<file path="src/hw/rtl/hapi_pkg.sv">
// ============================================================================
// hapi_pkg - shared types and constants for the hitch angle PI loop
// Field widths, register indexes, fixed-point constants and the request and
// response records of the digit-serial multiplier.
// ============================================================================
package hapi_pkg;

    // Field widths
    localparam int ANGLE_W    = 16;   // Q3.12 radians
    localparam int SPEED_W    = 16;   // Q8.8
    localparam int GAIN_W     = 16;   // Q8.8 unsigned
    localparam int LIMIT_W    = 15;   // Q3.12 unsigned
    localparam int PERIOD_W   = 16;   // Q0.16 unsigned
    localparam int SPAN_W     = 7;
    localparam int CENTER_W   = 8;
    localparam int STEER_W    = 16;   // Q2.14
    localparam int SERVO_W    = 8;

    // Configuration port
    localparam int CFG_IDX_W  = 3;
    localparam int CFG_DATA_W = 16;

    typedef enum logic [CFG_IDX_W-1:0] {
        CFG_PROP_GAIN    = 3'd0,
        CFG_INTEG_GAIN   = 3'd1,
        CFG_MAX_TARGET   = 3'd2,
        CFG_TICK_PERIOD  = 3'd3,
        CFG_SERVO_SPAN   = 3'd4,
        CFG_SERVO_CENTER = 3'd5
    } cfg_idx_t;

    // Register reset values
    localparam logic [GAIN_W-1:0]   PROP_GAIN_RST    = 16'd256;
    localparam logic [GAIN_W-1:0]   INTEG_GAIN_RST   = 16'd0;
    localparam logic [LIMIT_W-1:0]  MAX_TARGET_RST   = 15'd4096;
    localparam logic [PERIOD_W-1:0] TICK_PERIOD_RST  = 16'd655;
    localparam logic [SPAN_W-1:0]   SERVO_SPAN_RST   = 7'd30;
    localparam logic [CENTER_W-1:0] SERVO_CENTER_RST = 8'd90;

    // Integrator default width
    localparam int INTEG_WIDTH_DEF = 32;

    // Error word: limited target minus measured angle
    localparam int ERR_W = ANGLE_W + 1;

    // Fixed-point limits
    localparam int UNITY_Q14 = 16384;
    localparam int SERVO_MAX = 180;

    // Serial multiplier: wide multiplicand, 16 bit multiplier, 4 bit digits
    localparam int PROD_W      = 64;
    localparam int MPLIER_W    = 16;
    localparam int DIGIT_W     = 4;
    localparam int MUL_CNT_W   = 3;
    localparam int MUL_DIGITS  = MPLIER_W / DIGIT_W;
    localparam int SPAN_DIGITS = (SPAN_W + DIGIT_W - 1) / DIGIT_W;

    typedef struct packed {
        logic                        start;
        logic                        is_signed;
        logic [MUL_CNT_W-1:0]        digits;
        logic signed [PROD_W-1:0]    mcand;
        logic [MPLIER_W-1:0]         mplier;
    } mul_req_t;

    typedef struct packed {
        logic                        done;
        logic signed [PROD_W-1:0]    product;
    } mul_rsp_t;

endpackage

</file>
<file path="src/hw/rtl/hapi_if.sv">
// ============================================================================
// hapi_if - channel interfaces of the hitch angle PI loop
// Sample input, result output and register write channels, each with
// valid/ready and a source and a sink modport.
// ============================================================================
interface hapi_sample_if import hapi_pkg::*; ();
    logic                      valid;
    logic                      ready;
    logic signed [ANGLE_W-1:0] target_angle;
    logic signed [ANGLE_W-1:0] measured_angle;
    logic signed [SPEED_W-1:0] vehicle_speed;

    modport source (output valid, target_angle, measured_angle, vehicle_speed,
                    input ready);
    modport sink   (input valid, target_angle, measured_angle, vehicle_speed,
                    output ready);
endinterface

interface hapi_result_if import hapi_pkg::*; ();
    logic                      valid;
    logic                      ready;
    logic signed [STEER_W-1:0] steer_command;
    logic [SERVO_W-1:0]        servo_degrees;
    logic                      integ_held;

    modport source (output valid, steer_command, servo_degrees, integ_held,
                    input ready);
    modport sink   (input valid, steer_command, servo_degrees, integ_held,
                    output ready);
endinterface

interface hapi_cfg_if import hapi_pkg::*; ();
    logic                  valid;
    logic                  ready;
    logic [CFG_IDX_W-1:0]  index;
    logic [CFG_DATA_W-1:0] data;

    modport source (output valid, index, data, input ready);
    modport sink   (input valid, index, data, output ready);
endinterface

</file>
<file path="src/hw/rtl/hapi_serial_mul.sv">
// ============================================================================
// hapi_serial_mul - digit-serial signed multiplier
// Retires one 4 bit digit of the multiplier per cycle, LSB first, into a
// 64 bit accumulator; the multiplicand shifts left one digit per cycle.
// ============================================================================
module hapi_serial_mul import hapi_pkg::*;
(
    input  logic     clk,
    input  logic     rst_n,
    input  mul_req_t req,
    output mul_rsp_t rsp
);

    logic                     busy_reg;
    logic                     done_reg;
    logic [MUL_CNT_W-1:0]     cnt_reg;
    logic                     signed_reg;
    logic signed [PROD_W-1:0] acc_reg;
    logic signed [PROD_W-1:0] mcand_reg;
    logic [MPLIER_W-1:0]      mplier_reg;

    logic                     last_digit;
    logic signed [DIGIT_W:0]  digit;
    logic signed [PROD_W-1:0] partial;

    // Current digit; the top digit of a signed multiplier carries weight -8
    assign last_digit = (cnt_reg == MUL_CNT_W'(1));
    assign digit      = {last_digit & signed_reg & mplier_reg[DIGIT_W-1],
                         mplier_reg[DIGIT_W-1:0]};
    assign partial    = mcand_reg * digit;

    // Sequencing
    always_ff @(posedge clk or negedge rst_n)
    begin
        if (!rst_n)
        begin
            busy_reg <= 1'b0;
            done_reg <= 1'b0;
            cnt_reg  <= '0;
        end
        else
        begin
            done_reg <= 1'b0;
            if (req.start)
            begin
                busy_reg <= 1'b1;
                cnt_reg  <= req.digits;
            end
            else if (busy_reg)
            begin
                cnt_reg <= cnt_reg - MUL_CNT_W'(1);
                if (last_digit)
                begin
                    busy_reg <= 1'b0;
                    done_reg <= 1'b1;
                end
            end
        end
    end

    // Datapath: accumulate one partial product and shift one digit
    always_ff @(posedge clk)
    begin
        if (req.start)
        begin
            acc_reg    <= '0;
            mcand_reg  <= req.mcand;
            mplier_reg <= req.mplier;
            signed_reg <= req.is_signed;
        end
        else if (busy_reg)
        begin
            acc_reg    <= acc_reg + partial;
            mcand_reg  <= mcand_reg <<< DIGIT_W;
            mplier_reg <= mplier_reg >> DIGIT_W;
        end
    end

    assign rsp.done    = done_reg;
    assign rsp.product = acc_reg;

endmodule

</file>
<file path="src/hw/rtl/hitch_angle_pi_steering_loop.sv">
// ============================================================================
// hitch_angle_pi_steering_loop - PI hitch angle controller, clamping windup
// One control tick per sample beat: limits the target, runs the PI law with
// a speed-scaled integral term, clamps the command and maps it to the servo.
// ============================================================================
// Usage
//   sample : target_angle, measured_angle (Q3.12), vehicle_speed (Q8.8).
//   result : steer_command (Q2.14, +-1.0), servo_degrees, integ_held.
//   cfg    : register writes (index, data); always ready, write only while
//            no tick is in flight.
// Timing
//   A sample beat is taken only when the controller is idle. The five
//   products of a tick run one after another on one 4 bit digit-serial
//   multiplier: four 16 bit products and the servo product on the 7 bit
//   span. The result is loaded into the output register from the final
//   state, and no new sample is taken until that tick has returned to
//   idle.
// Stall
//   The result sits in an output register; a new sample is accepted while
//   it waits. A tick that finishes while the previous result is still not
//   taken waits in its final state until the output register frees.
// Reset
//   Registers return to their reset values and the integrator clears to 0.
// ============================================================================
module hitch_angle_pi_steering_loop import hapi_pkg::*;
#(
    parameter int INTEG_WIDTH = INTEG_WIDTH_DEF
)
(
    input  logic     clk,
    input  logic     rst_n,
    hapi_sample_if.sink   sample,
    hapi_result_if.source result,
    hapi_cfg_if.sink      cfg
);

    localparam int INC_W   = 30;
    localparam int SUM_W   = ((INTEG_WIDTH > INC_W) ? INTEG_WIDTH : INC_W) + 1;
    localparam int PTERM_W = 28;
    localparam int ITERM_W = PROD_W - 18;
    localparam int RAW_W   = ITERM_W + 1;
    localparam int SHS_W   = PROD_W - 8;
    localparam int SCALE_W = 49;
    localparam int SRV_W   = 25;

    localparam logic signed [INTEG_WIDTH-1:0] IMAX = {1'b0, {(INTEG_WIDTH-1){1'b1}}};
    localparam logic signed [INTEG_WIDTH-1:0] IMIN = {1'b1, {(INTEG_WIDTH-1){1'b0}}};
    localparam logic signed [SHS_W-1:0] SCALE_HI = SHS_W'(64'sd1 <<< 47);
    localparam logic signed [SHS_W-1:0] SCALE_LO = -SCALE_HI;
    localparam logic signed [RAW_W-1:0] RAW_HI   = RAW_W'(UNITY_Q14);
    localparam logic signed [RAW_W-1:0] RAW_LO   = -RAW_HI;

    typedef enum logic [7:0] {
        S_IDLE  = 8'b0000_0001,
        S_ERR   = 8'b0000_0010,
        S_MUL_P = 8'b0000_0100,
        S_MUL_S = 8'b0000_1000,
        S_MUL_I = 8'b0001_0000,
        S_MUL_D = 8'b0010_0000,
        S_MUL_V = 8'b0100_0000,
        S_DONE  = 8'b1000_0000
    } state_t;

    state_t state_reg, state_next;

    // Configuration registers
    logic [GAIN_W-1:0]   prop_gain_reg;
    logic [GAIN_W-1:0]   integ_gain_reg;
    logic [LIMIT_W-1:0]  max_target_reg;
    logic [PERIOD_W-1:0] tick_period_reg;
    logic [SPAN_W-1:0]   servo_span_reg;
    logic [CENTER_W-1:0] servo_center_reg;

    // Controller state
    logic signed [INTEG_WIDTH-1:0] integ_reg;

    // Tick working registers
    logic signed [ANGLE_W-1:0] tgt_reg;
    logic signed [ANGLE_W-1:0] meas_reg;
    logic signed [SPEED_W-1:0] speed_reg;
    logic signed [ERR_W-1:0]   err_reg;
    logic signed [PTERM_W-1:0] pterm_reg;
    logic signed [RAW_W-1:0]   raw_reg;
    logic signed [STEER_W-1:0] steer_reg;
    logic                      held_reg;
    logic [SERVO_W-1:0]        servo_reg;

    // Output register
    logic                      res_valid_reg;
    logic signed [STEER_W-1:0] res_steer_reg;
    logic [SERVO_W-1:0]        res_servo_reg;
    logic                      res_held_reg;

    mul_req_t mul_req;
    mul_rsp_t mul_rsp;

    logic sample_beat;
    logic res_load;

    logic signed [ANGLE_W:0]       tgt_wide;
    logic signed [ANGLE_W:0]       lim_wide;
    logic signed [ANGLE_W-1:0]     tgt_lim;
    logic signed [ERR_W-1:0]       err_c;
    logic signed [SHS_W-1:0]       scale_sh;
    logic signed [SCALE_W-1:0]     scale_c;
    logic signed [ITERM_W-1:0]     iterm_c;
    logic signed [INC_W-1:0]       inc_c;
    logic signed [SUM_W-1:0]       integ_sum;
    logic signed [INTEG_WIDTH-1:0] integ_sat;
    logic                          same_sign;
    logic                          beyond;
    logic                          held_c;
    logic signed [STEER_W-1:0]     steer_c;
    logic signed [SRV_W-1:0]       srv_sum;
    logic signed [SRV_W-15:0]      srv_q;
    logic [SERVO_W-1:0]            servo_c;

    assign sample.ready = (state_reg == S_IDLE);
    assign sample_beat  = sample.valid & sample.ready;
    assign cfg.ready    = 1'b1;
    assign res_load     = (state_reg == S_DONE) & (~res_valid_reg | result.ready);

    // Target limit to +-max_target_angle
    always_comb
    begin
        tgt_wide = (ANGLE_W+1)'(sample.target_angle);
        lim_wide = $signed({2'b00, max_target_reg});
        if (tgt_wide > lim_wide)
        begin
            tgt_lim = ANGLE_W'(lim_wide);
        end
        else if (tgt_wide < -lim_wide)
        begin
            tgt_lim = ANGLE_W'(-lim_wide);
        end
        else
        begin
            tgt_lim = sample.target_angle;
        end
    end

    // Error, scaled integral clamp, I term
    assign err_c    = ERR_W'(tgt_reg) - ERR_W'(meas_reg);
    assign scale_sh = $signed(mul_rsp.product[PROD_W-1:8]);
    assign iterm_c  = $signed(mul_rsp.product[PROD_W-1:18]);
    assign inc_c    = $signed(mul_rsp.product[INC_W+3:4]);

    always_comb
    begin
        if (scale_sh > SCALE_HI)
        begin
            scale_c = SCALE_W'(SCALE_HI);
        end
        else if (scale_sh < SCALE_LO)
        begin
            scale_c = SCALE_W'(SCALE_LO);
        end
        else
        begin
            scale_c = SCALE_W'(scale_sh);
        end
    end

    // Anti-windup decision and command clamp
    assign same_sign = ((err_reg > 0) && (integ_reg > 0)) ||
                       ((err_reg < 0) && (integ_reg < 0));
    assign beyond    = (raw_reg > RAW_HI) || (raw_reg < RAW_LO);
    assign held_c    = beyond & same_sign;

    always_comb
    begin
        if (raw_reg > RAW_HI)
        begin
            steer_c = STEER_W'(RAW_HI);
        end
        else if (raw_reg < RAW_LO)
        begin
            steer_c = STEER_W'(RAW_LO);
        end
        else
        begin
            steer_c = STEER_W'(raw_reg);
        end
    end

    // Saturating integrator update
    assign integ_sum = SUM_W'(integ_reg) + SUM_W'(inc_c);

    always_comb
    begin
        if (integ_sum > SUM_W'(IMAX))
        begin
            integ_sat = IMAX;
        end
        else if (integ_sum < SUM_W'(IMIN))
        begin
            integ_sat = IMIN;
        end
        else
        begin
            integ_sat = integ_sum[INTEG_WIDTH-1:0];
        end
    end

    // Servo mapping, round half up, saturate to 0..180
    assign srv_sum = $signed(mul_rsp.product[SRV_W-1:0]) +
                     $signed({1'b0, servo_center_reg, 14'd0}) +
                     SRV_W'(1 << 13);
    assign srv_q   = srv_sum[SRV_W-1:14];

    always_comb
    begin
        if (srv_q < 0)
        begin
            servo_c = '0;
        end
        else if (srv_q > (SRV_W-14)'(SERVO_MAX))
        begin
            servo_c = SERVO_W'(SERVO_MAX);
        end
        else
        begin
            servo_c = srv_q[SERVO_W-1:0];
        end
    end

    // Next state and multiplier launches
    always_comb
    begin
        state_next        = state_reg;
        mul_req.start     = 1'b0;
        mul_req.is_signed = 1'b0;
        mul_req.digits    = MUL_CNT_W'(MUL_DIGITS);
        mul_req.mcand     = PROD_W'(err_c);
        mul_req.mplier    = prop_gain_reg;
        unique case (state_reg)
            S_IDLE:
            begin
                if (sample_beat)
                begin
                    state_next = S_ERR;
                end
            end
            S_ERR:
            begin
                mul_req.start = 1'b1;
                state_next    = S_MUL_P;
            end
            S_MUL_P:
            begin
                mul_req.mcand  = PROD_W'(integ_reg);
                mul_req.mplier = integ_gain_reg;
                if (mul_rsp.done)
                begin
                    mul_req.start = 1'b1;
                    state_next    = S_MUL_S;
                end
            end
            S_MUL_S:
            begin
                mul_req.mcand     = PROD_W'(scale_c);
                mul_req.mplier    = speed_reg;
                mul_req.is_signed = 1'b1;
                if (mul_rsp.done)
                begin
                    mul_req.start = 1'b1;
                    state_next    = S_MUL_I;
                end
            end
            S_MUL_I:
            begin
                mul_req.mcand  = PROD_W'(err_reg);
                mul_req.mplier = tick_period_reg;
                if (mul_rsp.done)
                begin
                    mul_req.start = 1'b1;
                    state_next    = S_MUL_D;
                end
            end
            S_MUL_D:
            begin
                mul_req.mcand  = PROD_W'(steer_c);
                mul_req.mplier = MPLIER_W'(servo_span_reg);
                mul_req.digits = MUL_CNT_W'(SPAN_DIGITS);
                if (mul_rsp.done)
                begin
                    mul_req.start = 1'b1;
                    state_next    = S_MUL_V;
                end
            end
            S_MUL_V:
            begin
                if (mul_rsp.done)
                begin
                    state_next = S_DONE;
                end
            end
            S_DONE:
            begin
                if (res_load)
                begin
                    state_next = S_IDLE;
                end
            end
            default:
            begin
                state_next = S_IDLE;
            end
        endcase
    end

    // Control, configuration and integrator state
    always_ff @(posedge clk or negedge rst_n)
    begin
        if (!rst_n)
        begin
            state_reg        <= S_IDLE;
            res_valid_reg    <= 1'b0;
            integ_reg        <= '0;
            prop_gain_reg    <= PROP_GAIN_RST;
            integ_gain_reg   <= INTEG_GAIN_RST;
            max_target_reg   <= MAX_TARGET_RST;
            tick_period_reg  <= TICK_PERIOD_RST;
            servo_span_reg   <= SERVO_SPAN_RST;
            servo_center_reg <= SERVO_CENTER_RST;
        end
        else
        begin
            state_reg <= state_next;

            if (res_load)
            begin
                res_valid_reg <= 1'b1;
            end
            else if (result.ready)
            begin
                res_valid_reg <= 1'b0;
            end

            if ((state_reg == S_MUL_D) && mul_rsp.done && !held_c)
            begin
                integ_reg <= integ_sat;
            end

            if (cfg.valid)
            begin
                unique case (cfg.index)
                    CFG_PROP_GAIN:    prop_gain_reg    <= cfg.data;
                    CFG_INTEG_GAIN:   integ_gain_reg   <= cfg.data;
                    CFG_MAX_TARGET:   max_target_reg   <= cfg.data[LIMIT_W-1:0];
                    CFG_TICK_PERIOD:  tick_period_reg  <= cfg.data;
                    CFG_SERVO_SPAN:   servo_span_reg   <= cfg.data[SPAN_W-1:0];
                    CFG_SERVO_CENTER: servo_center_reg <= cfg.data[CENTER_W-1:0];
                    default:          ;
                endcase
            end
        end
    end

    // Tick datapath registers
    always_ff @(posedge clk)
    begin
        if (sample_beat)
        begin
            tgt_reg   <= tgt_lim;
            meas_reg  <= sample.measured_angle;
            speed_reg <= sample.vehicle_speed;
        end
        if (state_reg == S_ERR)
        begin
            err_reg <= err_c;
        end
        if ((state_reg == S_MUL_P) && mul_rsp.done)
        begin
            pterm_reg <= $signed(mul_rsp.product[PTERM_W+5:6]);
        end
        if ((state_reg == S_MUL_I) && mul_rsp.done)
        begin
            raw_reg <= RAW_W'(pterm_reg) + RAW_W'(iterm_c);
        end
        if ((state_reg == S_MUL_D) && mul_rsp.done)
        begin
            held_reg  <= held_c;
            steer_reg <= steer_c;
        end
        if ((state_reg == S_MUL_V) && mul_rsp.done)
        begin
            servo_reg <= servo_c;
        end
        if (res_load)
        begin
            res_steer_reg <= steer_reg;
            res_servo_reg <= servo_reg;
            res_held_reg  <= held_reg;
        end
    end

    hapi_serial_mul u_mul
    (
        .clk   (clk),
        .rst_n (rst_n),
        .req   (mul_req),
        .rsp   (mul_rsp)
    );

    assign result.valid         = res_valid_reg;
    assign result.steer_command = res_steer_reg;
    assign result.servo_degrees = res_servo_reg;
    assign result.integ_held    = res_held_reg;

endmodule

</file>
<file path="src/flat_wrapper.sv">
// flat-port wrapper written by rule: the top's interface ports become plain ports
module hitch_angle_pi_steering_loop_flat import hapi_pkg::*;
#(
    parameter int INTEG_WIDTH = INTEG_WIDTH_DEF
)
  (clk, rst_n, sample_valid, sample_target_angle, sample_measured_angle, sample_vehicle_speed, sample_ready, result_valid, result_steer_command, result_servo_degrees, result_integ_held, result_ready, cfg_valid, cfg_index, cfg_data, cfg_ready);
  hapi_sample_if sample_i ();
  hapi_result_if result_i ();
  hapi_cfg_if cfg_i ();
  input  logic clk;
  input  logic rst_n;
  input wire logic [$bits(sample_i.valid)-1:0] sample_valid;
  input wire logic [$bits(sample_i.target_angle)-1:0] sample_target_angle;
  input wire logic [$bits(sample_i.measured_angle)-1:0] sample_measured_angle;
  input wire logic [$bits(sample_i.vehicle_speed)-1:0] sample_vehicle_speed;
  output wire logic [$bits(sample_i.ready)-1:0] sample_ready;
  output wire logic [$bits(result_i.valid)-1:0] result_valid;
  output wire logic [$bits(result_i.steer_command)-1:0] result_steer_command;
  output wire logic [$bits(result_i.servo_degrees)-1:0] result_servo_degrees;
  output wire logic [$bits(result_i.integ_held)-1:0] result_integ_held;
  input wire logic [$bits(result_i.ready)-1:0] result_ready;
  input wire logic [$bits(cfg_i.valid)-1:0] cfg_valid;
  input wire logic [$bits(cfg_i.index)-1:0] cfg_index;
  input wire logic [$bits(cfg_i.data)-1:0] cfg_data;
  output wire logic [$bits(cfg_i.ready)-1:0] cfg_ready;
  assign sample_i.valid = sample_valid;
  assign sample_i.target_angle = sample_target_angle;
  assign sample_i.measured_angle = sample_measured_angle;
  assign sample_i.vehicle_speed = sample_vehicle_speed;
  assign sample_ready = sample_i.ready;
  assign result_valid = result_i.valid;
  assign result_steer_command = result_i.steer_command;
  assign result_servo_degrees = result_i.servo_degrees;
  assign result_integ_held = result_i.integ_held;
  assign result_i.ready = result_ready;
  assign cfg_i.valid = cfg_valid;
  assign cfg_i.index = cfg_index;
  assign cfg_i.data = cfg_data;
  assign cfg_ready = cfg_i.ready;
  hitch_angle_pi_steering_loop #(.INTEG_WIDTH(INTEG_WIDTH)) u_core (.clk(clk), .rst_n(rst_n), .sample(sample_i), .result(result_i), .cfg(cfg_i));
endmodule
</file>
<file path="config.mk">
export PLATFORM = sky130hd
export DESIGN_NAME = hitch_angle_pi_steering_loop_flat
export DESIGN_NICKNAME = d
export VERILOG_FILES = /design/src/hw/rtl/hapi_pkg.sv /design/src/hw/rtl/hapi_if.sv /design/src/hw/rtl/hapi_serial_mul.sv /design/src/hw/rtl/hitch_angle_pi_steering_loop.sv /design/src/flat_wrapper.sv
export SDC_FILE = /design/constraint.sdc
export NUM_CORES = 2
export LEC_CHECK = 0
export BUFFER_PORTS_ARGS = -buffer_cell sky130_fd_sc_hd__buf_2
export CAP_MARGIN = 20
export CORE_MARGIN = 3
export CORE_UTILIZATION = 60
export DETAILED_ROUTE_END_ITERATION = 7
export PLACE_DENSITY = 0.76
export SLEW_MARGIN = 0
export SYNTH_ARGS = -nofsm -noshare
export SYNTH_HDL_FRONTEND = slang
export SYNTH_HIERARCHICAL = 1
export SYNTH_SLANG_ARGS = --single-unit
</file>
<file path="constraint.sdc">
create_clock -name clk -period 6.38 [get_ports clk]
set_clock_uncertainty 0.15 [all_clocks]
set_input_delay 1.276 -clock clk [delete_from_list [all_inputs] [get_ports clk]]
set_output_delay 1.276 -clock clk [all_outputs]
set_load 0.005 [all_outputs]
</file>
Word level (Yosys, flattened, before mapping)
Index checks and enable logic that the tools add are counted.
W data, S select, Z words.
{"block": "classes", "add_sub_neg": 8, "multipliers": 1, "n_lt_le_gt_ge": 14, "n_eq_ne": 21, "muxes": 36, "bitwise": 7, "n_reduce_logical": 22}
{"cell": "$pmux W80 S4", "count": 1}
{"cell": "$mux W64", "count": 2}
{"cell": "$mux W49", "count": 2}
{"cell": "$mux W16", "count": 5}
{"cell": "$add A64 B64 Y64", "count": 1}
{"cell": "$mul A64 B5 Y64", "count": 1}
{"cell": "$mux W32", "count": 2}
{"cell": "$mux W8", "count": 8}
{"cell": "$pmux W8 S8", "count": 1}
{"cell": "$gt A56 B49 Y1 const B", "count": 1}
{"cell": "$lt A56 B48 Y1 const B", "count": 1}
{"cell": "$add A28 B46 Y47", "count": 1}
{"cell": "$gt A47 B16 Y1 const B", "count": 1}
{"cell": "$lt A47 B15 Y1 const B", "count": 1}
{"cell": "$add A32 B30 Y33", "count": 1}
{"cell": "$gt A33 B32 Y1 const B", "count": 1}
{"cell": "$lt A33 B32 Y1 const B", "count": 1}
{"cell": "$gt A32 B1 Y1 const B", "count": 1}
{"cell": "$lt A32 B1 Y1 const B", "count": 1}
{"cell": "$add A25 B15 Y25 const B", "count": 1}
{"cell": "$add A25 B23 Y25", "count": 1}
{"cell": "$gt A17 B1 Y1 const B", "count": 1}
{"cell": "$lt A16 B17 Y1", "count": 1}
{"cell": "$lt A17 B1 Y1 const B", "count": 1}
{"cell": "other kinds (35)", "count": 71}
{"block": "word_totals", "ff_bits": 459, "input_bits": 72, "output_inout_bits": 28, "word_cells": 139}

Logic depth before layout (Yosys ltp)
{"block": "depth", "word_depth": 6, "ltp_mapped": 22, "depth_no_buf": 20}

Cells and area by module
The synthesis kept the hierarchy.
{"module": "hitch_angle_pi_steering_loop", "n_inst": 1, "cells_per_inst": 1891, "area_per_inst_um2": 19179.6}
{"module": "hapi_serial_mul", "n_inst": 1, "cells_per_inst": 1964, "area_per_inst_um2": 18489.0}

Worst setup path after synthesis
No wires, ideal clock.
{"block": "synth_path", "path_kind": "register to register", "start": "reg u_core.u_mul.cnt_reg[1]", "end": "reg u_core.u_mul.acc_reg[62]", "setup_time_ns": 0.062, "arrival_ns": 5.693, "required_ns": 6.168, "slack_ns": 0.475, "path_stages_with_launch": 21, "path_buffers": 1, "period_less_slack_ns": 5.905, "cell_sequence": "dfrtp_1 -> inv_1 -> ha_1 -> nand4b_1 -> clkbuf_1 -> or2_2 -> fa_1 -> fa_1 -> fa_1 -> fa_1 -> inv_1 -> ha_1 -> a21oi_1 -> o221a_2 -> nand4bb_1 -> nand3b_4 -> o31a_4 -> a2111oi_4 -> nor4_2 -> or4_1 -> nand3_1"}
{"block": "synth_via", "elab_chain_cells": 5}
{"element": "from (decl)", "line": "hapi_serial_mul.sv:16", "text": "logic [MUL_CNT_W-1:0] cnt_reg;"}
{"element": "from (signal assigned)", "line": "hapi_serial_mul.sv:47", "text": "cnt_reg <= req.digits;"}
{"element": "from (signal assigned)", "line": "hapi_serial_mul.sv:51", "text": "cnt_reg <= cnt_reg - MUL_CNT_W'(1);"}
{"element": "$eq A3 B1 Y1", "line": "hapi_serial_mul.sv:27", "text": "assign last_digit = (cnt_reg == MUL_CNT_W'(1));"}
{"element": "$and A1 B1 Y1 (2 in a row)", "line": "hapi_serial_mul.sv:28", "text": "assign digit = {last_digit & signed_reg & mplier_reg[DIGIT_W-1],"}
{"element": "$mul A64 B5 Y64", "line": "hapi_serial_mul.sv:30", "text": "assign partial = mcand_reg * digit;"}
{"element": "$add A64 B64 Y64", "line": "hapi_serial_mul.sv:73", "text": "acc_reg <= acc_reg + partial;"}
{"element": "to (signal assigned)", "line": "hapi_serial_mul.sv:73"}
{"element": "to (decl)", "line": "hapi_serial_mul.sv:18", "text": "logic signed [PROD_W-1:0] acc_reg;"}
No other way between the ends.
A chain may end at the register's enable or synchronous reset.

Final worst setup path
Ends and elaborated chain as after synthesis.

==> results_dict.tcl <==
set metrics [dict create \
    outcome "complete, but fails checks" \
    violations "design-rule violations" \
    cts_made_buffers 51 \
    hp-class "flop to flop" \
    slew_viol_final 0 \
    grt_use_total 0.313 \
    grt_antenna_before_repair 1 \
    r2r_cells 19 \
    grt_max_degree 125 \
    wl_per_cell_um 21.4 \
    tightest_slew_ps 1100 \
    synthTopCellsByArea "edfxtp_1, fa_1, ha_1" \
    grt_pass1_wl_um 162000 \
    crit_chain "inv_1 -> ha_1 -> nand4b_1 -> or2_2 -> fa_1 -> fa_1 -> fa_1 -> fa_1 -> inv_1 -> ha_1 -> a21oi_1 -> o221a_2 -> nand4bb_1 -> nand3b_4 -> o31a_4 -> a2111oi_4 -> nor4_2 -> or4_1 -> nand3_1" \
    slew_headroom 0.262 \
    crit_fanout 4 \
    drive_gt1_frac 0.124 \
    synthesis.nets 4435 \
    critPathKind "flop to flop" \
    crit_arrival_ps 6500 \
    hold_viol_final 0 \
    insertion_delay_ps 630 \
    cts_tree "built" \
    place.gp.congestion 0.954 \
    whs_ps 260 \
    crit_path_top_delay_cell "fa_1" \
    synth_area_leader_cell "edfxtp_1" \
    routed_wl_um 103000 \
    die-width_um 257 \
    cp-start-kind "flop" \
    initial_utilization 0.608 \
    finalCriticalPeriod_ps 6110 \
    grt.overflow.total 0 \
    antenna_left 0 \
    r2r-start "u_core/u_mul/cnt_reg[1]" \
    die_h_um 257 \
    htreeDepth 2 \
    synth_seq_cells 459 \
    path_delay_family "adder cells" \
    crit_top_cell "fa_1" \
    dp_hpwl_um 75700 \
    via_count 29200 \
    area_growth_pct 8.64 \
    drt_iter0_drc 2638 \
    rr_endpoint "u_core/u_mul/acc_reg[62]" \
    setup-violations-final 0 \
    setup_tns_ps 0 \
    synth-edff-count 271 \
    rsz0062_at_grt "no" \
    yosysSeqAreaShare 0.333 \
    finalCritPeriodShare 0.958 \
    synthDistinctLibCells 94 \
    clock-root-buffer "clkbuf_16" \
    dieArea_mm2 0.0658 \
    coreArea_mm2 0.0619 \
    io_buffers 98 \
    synthCells 3855 \
    rows 91 \
    path_buf_inv 2 \
    clockBufferDepth 3 \
    drt_first_pass_iters 8 \
    n_antenna_cell 0 \
    clk_pin_slew_ps 60 \
    finalNetCount 4501 \
    via_per_inst 6.08 \
    async_flop_share 0.270 \
    n_fill_cell 4966 \
    syn_area_mm2 0.0377 \
    cap_violations 0 \
    hp-start "u_core/servo_reg[2]" \
    whs_path_depth 0 \
    synth_flop_cell "edfxtp_1" \
    yosysWarnings 6 \
    reg2reg_slack_ps 270 \
    cts_setup_buffers 0 \
    cp.required_ps 6770 \
    max_freq_ghz 0.164 \
    ios 100 \
    hold_end "u_core/result.servo_degrees[2]" \
    grt_pass1_vias 29000 \
    critPathMaxStageDelay_ps 580 \
    cp-end-kind "flop" \
    synth_top_area_frac 0.216 \
    drcViolationCount 8 \
    cts.sinks 459 \
    synth.avg_cell_area_um2 9.77 \
]
## stage by stage
stage	instance area, µm²	instances	util	worst slack, ps
2_1_floorplan	37700	3855	-	475
3_5_place_dp	39200	4703	0.632	280
5_1_grt	40900	4801	0.661	13.3
3_3_place_gp	39200	4702	0.632	384
4_1_cts	40900	4799	0.660	251
6_report	40900	4801	0.661	269
## synthesized netlist by cell type, types with 21 or more instances
| cell | n |
|---|---|
| a211oi_1 | 21 |
| a31oi_1 | 37 |
| xor2_1 | 59 |
| mux2i_1 | 44 |
| xnor2_1 | 108 |
| a21oi_1 | 206 |
| a222oi_1 | 24 |
| clkbuf_1 | 119 |
| nand4_1 | 62 |
| dfxtp_1 | 64 |
| a22oi_1 | 30 |
| o21bai_1 | 29 |
| nor4_1 | 45 |
| nor2_1 | 261 |
| ha_1 | 262 |
| mux2_2 | 135 |
| nand2_1 | 277 |
| fa_1 | 246 |
| nor2b_1 | 32 |
| nand3_1 | 32 |
| nand2b_1 | 23 |
| and2_1 | 270 |
| o21a_1 | 22 |
| o31ai_1 | 42 |
| o21ai_0 | 144 |
| nor3_1 | 38 |
| edfxtp_1 | 271 |
| dfrtp_1 | 107 |
| inv_1 | 447 |
| a21o_1 | 79 |
## repair_timing
| action | CTS | global route |
|---|---|---|
| endpoints found under the hold margin | 0 | 0 |
| hold buffers | 0 | 0 |
| endpoints found under the setup margin | 0 | 6 |
| gates resized for setup | 0 | 5 |
## kinds of logic (layout without fill, tap and decap cells)
| logic type | count (synthesis) | count (layout) | share of synthesized area |
|---|---|---|---|
| flops | 459 | 459 | 0.333 |
| simple gates | 1136 | 1136 | 0.154 |
| xor+xnor | 167 | 167 | 0.0388 |
| other cells | 2 | 2 | 0.000199 |
| compound gates | 787 | 787 | 0.137 |
| mux | 179 | 179 | 0.0520 |
| buf+inv | 617 | 726 | 0.0668 |
| fa+ha+maj | 508 | 508 | 0.218 |
## layout make-up
cell class / count / area [µm²] / area share
Clock inverter: 35 / 330 / 0.00807
Sequential cell: 459 / 12500 / 0.307
Inverter: 448 / 1680 / 0.0411
Timing Repair Buffer: 182 / 1210 / 0.0295
Clock buffer: 61 / 1380 / 0.0336
Tap cell: 837 / 1050 / 0.0256
Multi-Input combinational cell: 2779 / 22700 / 0.556
## cells in the final DEF (no fill, tap or decap), types with 23 or more instances in the layout
| cell | n |
|---|---|
| nor3_1 | 38 |
| nand4_1 | 62 |
| ha_1 | 262 |
| xnor2_1 | 107 |
| xor2_1 | 59 |
| a22oi_1 | 30 |
| nor4_1 | 45 |
| a31oi_1 | 37 |
| edfxtp_1 | 271 |
| a21oi_1 | 205 |
| clkbuf_16 | 54 |
| fa_1 | 246 |
| nor2b_1 | 31 |
| and2_1 | 268 |
| a21o_1 | 78 |
| o21ai_0 | 142 |
| mux2_2 | 135 |
| a222oi_1 | 24 |
| dfrtp_1 | 106 |
| dfxtp_1 | 64 |
| nand3_1 | 32 |
| buf_4 | 77 |
| inv_1 | 446 |
| nand2_1 | 277 |
| nor2_1 | 260 |
| o31ai_1 | 40 |
| o21bai_1 | 29 |
| nand2b_1 | 23 |
| mux2i_1 | 44 |
| buf_2 | 97 |
## per-layer routing
metal  wire length (µm)  up-vias  track usage
met1              42500    14300        0.425
met3              10400      202       0.0872
met4               3450        2       0.0991
met2              46300     1203        0.489
met5                 69        -      0.00804
li1                   -    13500            -
## worst max path at each step
| stage | from | endpoint | slack [ps] | cells after the start |
|---|---|---|---|---|
| 6_report | u_core/u_mul/cnt_reg[1] | u_core/u_mul/acc_reg[62] | 270 | 19 |
| 5_1_grt | u_core/u_mul/cnt_reg[1] | u_core/u_mul/acc_reg[41] | 10 | 18 |
| 4_1_cts | u_core/u_mul/cnt_reg[1] | u_core/u_mul/acc_reg[41] | 250 | 18 |
| 3_5_place_dp | u_core/u_mul/cnt_reg[1] | u_core/u_mul/acc_reg[41] | 280 | 17 |
| 3_3_place_gp | u_core/u_mul/cnt_reg[1] | u_core/u_mul/acc_reg[41] | 380 | 17 |
| 2_1_floorplan | u_core/u_mul/cnt_reg[1] | u_core/u_mul/acc_reg[62] | 480 | 20 |
Power is not shown: default switching activity piles up to over one toggle a cycle in this logic, so the estimate is an artifact.
